--- src/hw/rtl/tftc_pkg.sv ---
// Shared types and constants for the traffic flow template classifier.
`default_nettype none

package tftc_pkg;

  localparam int unsigned IdxOutW = 4;

  localparam logic OP_ADD      = 1'b0;
  localparam logic OP_CLASSIFY = 1'b1;

  typedef struct packed {
    logic [1:0]  direction;
    logic [31:0] remote_address;
    logic [31:0] remote_mask;
    logic [31:0] local_address;
    logic [31:0] local_mask;
    logic [15:0] remote_port_start;
    logic [15:0] remote_port_end;
    logic [15:0] local_port_start;
    logic [15:0] local_port_end;
    logic [7:0]  tos;
    logic [7:0]  tos_mask;
  } filter_t;

  typedef struct packed {
    logic load;
    logic add_exec;
    logic scan_issue;
    logic scan_eval;
    logic result_load;
  } cmd_t;

  typedef struct packed {
    logic is_add;
    logic full;
    logic empty;
    logic more;
  } sts_t;

endpackage

`default_nettype wire

--- src/hw/rtl/tftc_ctrl.sv ---
// Controller state machine that sequences adds and filter table scans.
`default_nettype none

module tftc_ctrl (
  input  wire logic          clk_i,
  input  wire logic          rst_ni,
  input  wire logic          in_valid_i,
  output logic               in_ready_o,
  output logic               out_valid_o,
  input  wire logic          out_ready_i,
  input  wire tftc_pkg::sts_t sts_i,
  output tftc_pkg::cmd_t     cmd_o
);
  import tftc_pkg::*;

  typedef enum logic [1:0] {
    ST_IDLE,
    ST_DECODE,
    ST_SCAN,
    ST_RESP
  } state_e;

  state_e state_q;
  logic   out_valid_q;
  logic   out_valid_d;
  logic   out_free;

  assign in_ready_o  = (state_q == ST_IDLE);
  assign out_valid_o = out_valid_q;
  assign out_free    = !out_valid_q || out_ready_i;

  always_comb begin
    cmd_o             = '0;
    cmd_o.load        = (state_q == ST_IDLE) && in_valid_i;
    cmd_o.add_exec    = (state_q == ST_DECODE) && sts_i.is_add;
    cmd_o.scan_issue  = ((state_q == ST_DECODE) && !sts_i.is_add && !sts_i.empty) ||
                        ((state_q == ST_SCAN) && sts_i.more);
    cmd_o.scan_eval   = (state_q == ST_SCAN);
    cmd_o.result_load = (state_q == ST_RESP) && out_free;
  end

  always_comb begin
    out_valid_d = out_valid_q && !out_ready_i;
    if ((state_q == ST_RESP) && out_free) begin
      out_valid_d = 1'b1;
    end
  end

  always_ff @(posedge clk_i or negedge rst_ni) begin
    if (!rst_ni) begin
      state_q     <= ST_IDLE;
      out_valid_q <= 1'b0;
    end else begin
      out_valid_q <= out_valid_d;
      case (state_q)
        ST_IDLE: begin
          if (in_valid_i) begin
            state_q <= ST_DECODE;
          end
        end
        ST_DECODE: begin
          if (sts_i.is_add || sts_i.empty) begin
            state_q <= ST_RESP;
          end else begin
            state_q <= ST_SCAN;
          end
        end
        ST_SCAN: begin
          if (!sts_i.more) begin
            state_q <= ST_RESP;
          end
        end
        ST_RESP: begin
          if (out_free) begin
            state_q <= ST_IDLE;
          end
        end
        default: begin
          state_q <= ST_IDLE;
        end
      endcase
    end
  end

  a_accept_blocks: assert property (@(posedge clk_i) disable iff (!rst_ni)
    in_valid_i && in_ready_o |=> !in_ready_o)
    else $error("ready stayed high after an accepted beat");

  a_result_after_resp: assert property (@(posedge clk_i) disable iff (!rst_ni)
    $rose(out_valid_o) |-> $past(state_q == ST_RESP))
    else $error("result raised outside the response state");

  a_scan_has_work: assert property (@(posedge clk_i) disable iff (!rst_ni)
    state_q == ST_SCAN |-> $past(cmd_o.scan_issue))
    else $error("scan state entered without an issued read");

endmodule

`default_nettype wire

--- src/hw/rtl/tftc_dp.sv ---
// Datapath: item registers, filter memory, match logic and result registers.
`default_nettype none

module tftc_dp #(
  parameter int unsigned MAX_FILTERS = 16
) (
  input  wire logic          clk_i,
  input  wire logic          rst_ni,
  input  wire tftc_pkg::cmd_t cmd_i,
  output tftc_pkg::sts_t     sts_o,
  input  wire logic          operation_i,
  input  wire logic [1:0]    direction_i,
  input  wire logic [31:0]   remote_address_i,
  input  wire logic [31:0]   remote_mask_i,
  input  wire logic [31:0]   local_address_i,
  input  wire logic [31:0]   local_mask_i,
  input  wire logic [15:0]   remote_port_low_i,
  input  wire logic [15:0]   remote_port_high_i,
  input  wire logic [15:0]   local_port_low_i,
  input  wire logic [15:0]   local_port_high_i,
  input  wire logic [7:0]    tos_value_i,
  input  wire logic [7:0]    tos_mask_i,
  output logic               matched_o,
  output logic [tftc_pkg::IdxOutW-1:0] filter_index_o,
  output logic               table_full_o
);
  import tftc_pkg::*;

  localparam int unsigned IdxW = (MAX_FILTERS > 1) ? $clog2(MAX_FILTERS) : 1;
  localparam int unsigned CntW = $clog2(MAX_FILTERS + 1);

  filter_t               mem_q [MAX_FILTERS];
  filter_t               rd_q;
  filter_t               item_q;
  logic                  op_q;
  logic [CntW-1:0]       count_q;
  logic [CntW-1:0]       ptr_q;
  logic                  hit_q;
  logic                  add_full_q;
  logic [IdxOutW-1:0]    add_idx_q;
  logic                  matched_q;
  logic [IdxOutW-1:0]    index_q;
  logic                  full_q;
  logic                  slot_hit;
  logic [CntW+IdxOutW-1:0] count_ext;

  assign sts_o.is_add = (op_q == OP_ADD);
  assign sts_o.full   = (count_q == CntW'(MAX_FILTERS));
  assign sts_o.empty  = (count_q == '0);
  assign sts_o.more   = (ptr_q < count_q);

  assign count_ext = {{IdxOutW{1'b0}}, count_q};

  assign slot_hit = ((item_q.direction & rd_q.direction) != 2'b00) &&
    ((item_q.remote_address & rd_q.remote_mask) ==
     (rd_q.remote_address & rd_q.remote_mask)) &&
    ((item_q.local_address & rd_q.local_mask) ==
     (rd_q.local_address & rd_q.local_mask)) &&
    (item_q.remote_port_start >= rd_q.remote_port_start) &&
    (item_q.remote_port_start <= rd_q.remote_port_end) &&
    (item_q.local_port_start >= rd_q.local_port_start) &&
    (item_q.local_port_start <= rd_q.local_port_end) &&
    ((item_q.tos & rd_q.tos_mask) == (rd_q.tos & rd_q.tos_mask));

  always_ff @(posedge clk_i) begin
    if (cmd_i.load) begin
      op_q                     <= operation_i;
      item_q.direction         <= direction_i;
      item_q.remote_address    <= remote_address_i;
      item_q.remote_mask       <= remote_mask_i;
      item_q.local_address     <= local_address_i;
      item_q.local_mask        <= local_mask_i;
      item_q.remote_port_start <= remote_port_low_i;
      item_q.remote_port_end   <= remote_port_high_i;
      item_q.local_port_start  <= local_port_low_i;
      item_q.local_port_end    <= local_port_high_i;
      item_q.tos               <= tos_value_i;
      item_q.tos_mask          <= tos_mask_i;
    end
    if (cmd_i.add_exec && !sts_o.full) begin
      mem_q[count_q[IdxW-1:0]] <= item_q;
    end
    if (cmd_i.scan_issue) begin
      rd_q <= mem_q[ptr_q[IdxW-1:0]];
    end
    if (cmd_i.add_exec) begin
      add_full_q <= sts_o.full;
      add_idx_q  <= sts_o.full ? '0 : count_ext[IdxOutW-1:0];
    end
    if (cmd_i.result_load) begin
      matched_q <= !sts_o.is_add && hit_q;
      index_q   <= sts_o.is_add ? add_idx_q : '0;
      full_q    <= sts_o.is_add && add_full_q;
    end
  end

  always_ff @(posedge clk_i or negedge rst_ni) begin
    if (!rst_ni) begin
      count_q <= '0;
      ptr_q   <= '0;
      hit_q   <= 1'b0;
    end else begin
      if (cmd_i.load) begin
        ptr_q <= '0;
        hit_q <= 1'b0;
      end else begin
        if (cmd_i.scan_issue) begin
          ptr_q <= ptr_q + 1'b1;
        end
        if (cmd_i.scan_eval && slot_hit) begin
          hit_q <= 1'b1;
        end
      end
      if (cmd_i.add_exec && !sts_o.full) begin
        count_q <= count_q + 1'b1;
      end
    end
  end

  assign matched_o      = matched_q;
  assign filter_index_o = index_q;
  assign table_full_o   = full_q;

  a_count_bound: assert property (@(posedge clk_i) disable iff (!rst_ni)
    count_q <= CntW'(MAX_FILTERS))
    else $error("filter count exceeds the table size");

  a_ptr_bound: assert property (@(posedge clk_i) disable iff (!rst_ni)
    ptr_q <= count_q)
    else $error("scan pointer passed the filter count");

  a_full_add_keeps: assert property (@(posedge clk_i) disable iff (!rst_ni)
    cmd_i.add_exec && sts_o.full |=> $stable(count_q))
    else $error("rejected add changed the filter count");

endmodule

`default_nettype wire

--- src/hw/rtl/traffic_flow_template_classifier_unit.sv ---
// Top level of the traffic flow template classifier.
// An add beat passes from acceptance through the decode and response states to a
// registered result; a classify beat also scans the N stored filters in between, as
// the filter memory delivers one filter per cycle. One beat is in flight at a time,
// and the response state holds while a registered result still waits for the receiver.
// Reset empties the filter table; filter contents are not cleared.
`default_nettype none

module traffic_flow_template_classifier_unit #(
  parameter int unsigned MAX_FILTERS = 16
) (
  input  wire logic        clk_i,
  input  wire logic        rst_ni,
  input  wire logic        in_valid_i,
  output logic             in_ready_o,
  input  wire logic        operation_i,
  input  wire logic [1:0]  direction_i,
  input  wire logic [31:0] remote_address_i,
  input  wire logic [31:0] remote_mask_i,
  input  wire logic [31:0] local_address_i,
  input  wire logic [31:0] local_mask_i,
  input  wire logic [15:0] remote_port_low_i,
  input  wire logic [15:0] remote_port_high_i,
  input  wire logic [15:0] local_port_low_i,
  input  wire logic [15:0] local_port_high_i,
  input  wire logic [7:0]  tos_value_i,
  input  wire logic [7:0]  tos_mask_i,
  output logic             out_valid_o,
  input  wire logic        out_ready_i,
  output logic             matched_o,
  output logic [tftc_pkg::IdxOutW-1:0] filter_index_o,
  output logic             table_full_o
);
  import tftc_pkg::*;

  cmd_t cmd;
  sts_t sts;

  tftc_ctrl u_ctrl (
    .clk_i       (clk_i),
    .rst_ni      (rst_ni),
    .in_valid_i  (in_valid_i),
    .in_ready_o  (in_ready_o),
    .out_valid_o (out_valid_o),
    .out_ready_i (out_ready_i),
    .sts_i       (sts),
    .cmd_o       (cmd)
  );

  tftc_dp #(
    .MAX_FILTERS (MAX_FILTERS)
  ) u_dp (
    .clk_i              (clk_i),
    .rst_ni             (rst_ni),
    .cmd_i              (cmd),
    .sts_o              (sts),
    .operation_i        (operation_i),
    .direction_i        (direction_i),
    .remote_address_i   (remote_address_i),
    .remote_mask_i      (remote_mask_i),
    .local_address_i    (local_address_i),
    .local_mask_i       (local_mask_i),
    .remote_port_low_i  (remote_port_low_i),
    .remote_port_high_i (remote_port_high_i),
    .local_port_low_i   (local_port_low_i),
    .local_port_high_i  (local_port_high_i),
    .tos_value_i        (tos_value_i),
    .tos_mask_i         (tos_mask_i),
    .matched_o          (matched_o),
    .filter_index_o     (filter_index_o),
    .table_full_o       (table_full_o)
  );

endmodule

`default_nettype wire
--- config.mk ---
export PLATFORM = sky130hd
export DESIGN_NAME = traffic_flow_template_classifier_unit
export DESIGN_NICKNAME = d
export VERILOG_FILES = /design/src/hw/rtl/tftc_pkg.sv /design/src/hw/rtl/tftc_ctrl.sv /design/src/hw/rtl/tftc_dp.sv /design/src/hw/rtl/traffic_flow_template_classifier_unit.sv
export SDC_FILE = /design/constraint.sdc
export NUM_CORES = 2
export LEC_CHECK = 0
export BUFFER_PORTS_ARGS = -buffer_cell sky130_fd_sc_hd__buf_2
export CAP_MARGIN = 20
export CORE_MARGIN = 8
export CORE_UTILIZATION = 50
export DETAILED_ROUTE_END_ITERATION = 10
export GPL_ROUTABILITY_DRIVEN = 1
export PLACE_DENSITY_LB_ADDON = 0.12
export SLEW_MARGIN = 20
export SYNTH_ARGS = -nofsm -noshare
export SYNTH_HDL_FRONTEND = slang
export SYNTH_HIERARCHICAL = 1
export SYNTH_SLANG_ARGS = --single-unit
--- constraint.sdc ---
create_clock -name clk_i -period 9.8 [get_ports clk_i]
set_input_delay 0 -clock clk_i [delete_from_list [all_inputs] [get_ports clk_i]]
set_output_delay 0 -clock clk_i [all_outputs]
set_load 0.01 [all_outputs]
# Word-level counts from Yosys, hierarchy flattened
# Memories as Yosys holds them, arrays and structs flattened. A register that Yosys moved wholly into a read port is not among the register bits.
# Index checks and enable logic that the tools add are counted.
# Widths: inputs -> output; s select.
totals:
  rom_bits: 0
  wordCells: 91
  mem_count: 1
  out_inout_bits: 8
  ram_bits: 3360
  latch_bits: 0
  inputBits: 215
  register_bits: 236
op_classes:
  n_shift: 0
  mul: 0
  mux: 12
  reduce_logical: 31
  eq_ne: 10
  div_mod_pow: 0
  magnitude_cmp: 5
  add_sub_neg: 2
  n_bitwise: 8
memory_table:
  columns: ["name", "words", "width", "rd", "rd_ports_with_merged_regs", "write_ports", "line", "text"]
  rows:
  - ["u_dp.mem_q", 16, 210, 1, 1, 1, "tftc_dp.sv:32", "filter_t mem_q [MAX_FILTERS];"]
op_table:
  columns: ["operator", "count"]
  rows:
  - ["$and 32x32->32", 4]
  - ["$eq 32x32->1", 2]
  - ["$ge 16x16->1", 2]
  - ["$le 16x16->1", 2]
  - ["$logic_and 1x1->1", 18]
  - ["$and 8x8->8", 2]
  - ["$add 5x1->5 const B", 2]
  - ["$mux 5", 2]
  - ["$eq 8x8->1", 1]
  - ["$pmux 2 s4", 1]
  - ["$mux 1", 6]
  - ["$mux 2", 3]
  - ["$reduce_bool 2->1", 3]
  - ["$eq 5x5->1 const B", 1]
  - ["$logic_not 5->1", 1]
  - ["$lt 5x5->1", 1]
  - ["$eq 2x2->1 const B", 2]
  - ["$logic_not 1->1", 4]
  - ["$ne 2x2->1 const B", 2]
  - ["$logic_or 1x1->1", 3]
  - ["$reduce_and 3->1", 1]
  - ["$and 2x2->2", 1]
  - ["$eq 2x1->1 const B", 1]
  - ["$logic_not 2->1", 1]
  - ["2 further kinds", 2]

# Logic depth before layout (Yosys ltp)
logic_depth:
  ltp_word: 12
  ltp_mapped: 14
  ltp_nobuf: 12

# Modules after synthesis
# The synthesis kept the hierarchy.
by_module_without_submodules:
  columns: ["module", "seq_area_each_um2", "cells_per_inst", "area_per_inst_um2", "instances"]
  rows:
  - ["tftc_dp", 114144.5, 5507, 142002.4, 1]
  - ["tftc_ctrl", 75.1, 27, 272.8, 1]

# Least setup slack after synthesis
# OpenSTA, ideal clock, no wires.
synth_timing:
  path_type: "register to register"
  from: "reg u_ctrl.state_q[1]"
  to: "mem u_dp/mem_q[15][0] (netlist name), enable pin"
  n_path_buf: 0
  setup_time_ns: 0.787
  t_required_ns: 9.013
  stages_incl_launch_ff: 6
  arrival_time_ns: 9.843
  period_less_slack_ns: 10.630
  path_slack_ns: -0.830
  cell_sequence: "dfrtp_1 inv_1 ha_1 and2_1 nand2_1 nor2_1"
synth_lines:
  columns: ["item", "line", "text"]
  rows:
  - ["from (decl)", "tftc_ctrl.sv:23", "state_e state_q;"]
  - ["from (signal assigned)", "tftc_ctrl.sv:51", "state_q <= ST_IDLE;"]
  - ["from (signal assigned)", "tftc_ctrl.sv:58", "state_q <= ST_DECODE;"]
  - ["from (signal assigned)", "tftc_ctrl.sv:63", "state_q <= ST_RESP;"]
  - ["to (decl)", "tftc_dp.sv:32", null]

# Final worst setup path
layout_timing:
  from: "reg u_dp.ptr_q[1]"
  to: "reg u_dp/rd_q[101] (netlist name)"
layout_via:
  elab_chain_len: 3
layout_lines:
  columns: ["item", "line", "text"]
  rows:
  - ["from (decl)", "tftc_dp.sv:37", "logic [CntW-1:0] ptr_q;"]
  - ["from (signal assigned)", "tftc_dp.sv:108", "ptr_q <= ptr_q + 1'b1;"]
  - ["$lt 5x5->1", "tftc_dp.sv:50", "assign sts_o.more = (ptr_q < count_q);"]
  - ["$logic_and 1x1->1", "tftc_ctrl.sv:37", "((state_q == ST_SCAN) && sts_i.more);"]
  - ["$logic_or 1x1->1", "tftc_ctrl.sv:36", "cmd_o.scan_issue = ((state_q == ST_DECODE) && !sts_i.is_add && !sts_i.empty) ||"]
# Several ways; a longest one is shown, not always the timed one.
# A chain may end at the register's enable or synchronous reset.

==> metrics.txt <==
status complete, no violations; Worst-path clk slew 0.06 ns; clk_lat worst skew 0.93 ns; Final Hold Fails 0; die width 549 um; initial antenna violation count 21; Core Util, Final 57.9%; CTS tree yes; Max Cap Viol 0; Required @ worst endpoint 10.45 ns; nets 6,750; hold buffer count at CTS 428; Total GRT Usage 22.0%; # setup viols final 0; area grow syn2layout 15.8%; DP HPWL 162,000 um; IO Count 223; fin worst setup slack 4.58 ns; crit path DAT 5.87 ns; mean post-synth cell area 25.7 um^2; Remaining DRCs 0; VDD IR-drop max 0.273 mV; syn_nets 5,827; largest net degree at the start of global routing 135; Detail Route Antenna Nets 0; Cell Area, Placed 148,000 um^2; CP Class reg2reg; simple logic cell fraction of the synthesized area 0.374%; post-synthesis instance area 142,000 um^2; CTS max path bufs 4; FMAX 191 MHz; share of cells above drive strength 1 28.8%; Initial Util 50.1%; Slew @ Worst Pin 1.14 ns; commonest non-fill, non-tap cell in the layout edfxtp_1; post-synthesis cell count 5,534; Synth Area in Adders 0.686%; mux cell area share after synthesis 16.6%; YS warnings 6; Site Rows 196; Post-CTS Setup Bufs 0; Initial DRC Count 6,806; Hold Crit Class in2async; clk root buf clkbuf_16; power density over the cells 262 nW/um^2; P_leak 51.4 nW; Post-synth EDFFs 3,792; Placer Congestion 0.717; RSZ-0062 raised after global routing no; DP Worst Slack 4.54 ns; port buffer count 222; Via density 6.04; post-synthesis compound-gate area fraction 0.495%; Die Height 549 um; min Tclk post-route 5.22 ns; asr flop ratio synth 0.368%; Post-Synth XOR/XNOR Area 0.492%; via count 63.7k; Overflow after GRT 0; Startpoint Class register; post-synthesis sequential area ratio 80.3%; vias in the first global route 66.3k; total CTS buffers 391; crit share post-route 53.3%; post-CTS sizing 0; Slew HR 24.3%; core area 284,000 um^2; most frequent cells in the layout edfxtp_1 (3,792), mux4_2 (1,050), dlygate4sd3_1 (428); Synth cell types 47; WL final 333,000 um; Main synth FF type edfxtp_1; H-tree levels 5; main combinational cell family by area after synthesis multiplexers; crit path max fanout 60; Die Area 302,000 um^2; flops & latches, synth 3,806; Layout Skew 0.0303 ns; first-pass GRT wire length 480,000 um; DR pass1 iterations 7; WL/cell 31.6 um; cell area after layout 165,000 um^2; Worst Setup End Kind register; total clock sinks 3,806; Max Slew Vio Count 0
final timing paths:
check / start / endpoint / slack (ns) / cells past startpoint
max: u_dp/ptr_q[1] / u_dp/rd_q[101] / 4.58 / 6
max reg2reg: u_dp/ptr_q[1] / u_dp/rd_q[101] / 4.58 / 6
min: rst_ni / u_dp/count_q[0] / 0.26 / 3
min in group clk_i: in_valid_i / u_dp/ptr_q[4] / 0.26 / 4
min reg2reg: u_dp/add_full_q / u_dp/table_full_o / 0.55 / 1
max in group asynchronous: rst_ni / u_dp/ptr_q[1] / 8.98 / 3
power breakdown:
group / leakage (nW) / switching, W / total, W / internal (W)
registers: 34.4 / 0.00104 / 0.0210 / 0.0199
logic: 11.0 / 0.00428 / 0.00815 / 0.00387
clock network: 5.95 / 0.00610 / 0.0141 / 0.00801
total: 51.4 / 0.0114 / 0.0432 / 0.0318
layer usage:
metal  vias up  wire, um  track usage [%]
met3       470     20700             2.74
met5         -        27                0
met1     35200    143000             32.8
met2      2082    162000             35.6
met4         4      6530             4.72
li1      25900         -                -
stage by stage:
stage	instances	setup TNS, ns	total power (W)	hold slack, ns
global route	10500	0	0.0449	0.290
global placement	9398	0	0.0294	-0.0677
CTS	10500	0	0.0438	0.197
floorplan	5534	-1634.81	0.0270	-0.296
finish	10500	0	0.0432	0.259
detailed placement	9398	0	0.0295	-0.0592
registers in the layout (all words and copies together), names as in the netlist, 2 cells and up:
signal and count:
u_dp/add_idx_q 4, u_dp/ptr_q 5, u_dp/filter_index_o 4, u_dp/count_q 5, u_dp/mem_q 3360, u_dp/rd_q 210
u_ctrl/state_q 2, u_dp/item_q 210
synth_stat cells (all sizes together) (2+ instances only):
library cell  instances  area (um^2)
xor2                 75          657
a21o                 11         82.6
dfrtp                14          350
a21oi                22          110
nand2b                5         38.8
and3                  5         31.3
clkbuf              131          492
inv                  75          282
buf                 109          697
o21ai                12         60.1
nand3                 8         40.0
nand4                22          138
a22oi                33          248
a2111oi               2         17.5
nand2                19         71.3
o22ai                 2         12.5
nor3                  2         10.0
ha                   78          976
o211ai                2         15.0
nor2b                 9         56.3
xnor2                 5         43.8
nor2                 22         82.6
mux4               1050        23600
o31a                  2         17.5
nor4                  5         31.3
a211oi                5         37.5
edfxtp             3792       114000
and2                  4         25.0
layout make-up:
class | count | area (um^2)
Timing Repair Buffer | 770 | 6640
Inverter | 75 | 282
Clock buffer | 475 | 10200
Sequential cell | 3806 | 114000
Clock inverter | 238 | 1940
Tap cell | 3762 | 4710
Multi-Input combinational cell | 1413 | 26700
Fill cell | 20200 | 120000
Antenna cell | 5 | 12.5
cell families after synthesis:
| group | Yosys count |
|---|---|
| DFF | 3806 |
| buffers and inverters | 315 |
| AOI/OAI and AO/OA | 101 |
| and+or+nand+nor | 102 |
| muxes | 1052 |
| xor gates and xnor gates | 80 |
| adders and majority gates | 78 |
worst max-delay path: stages, from the launching register on:
cell and delay (ns):
dfrtp_4 0.85, buf_4 0.71, buf_4 0.68, buf_4 0.79, buf_4 0.84, mux4_2 0.42, mux4_2 0.48
(Power assumes the default switching activity.)
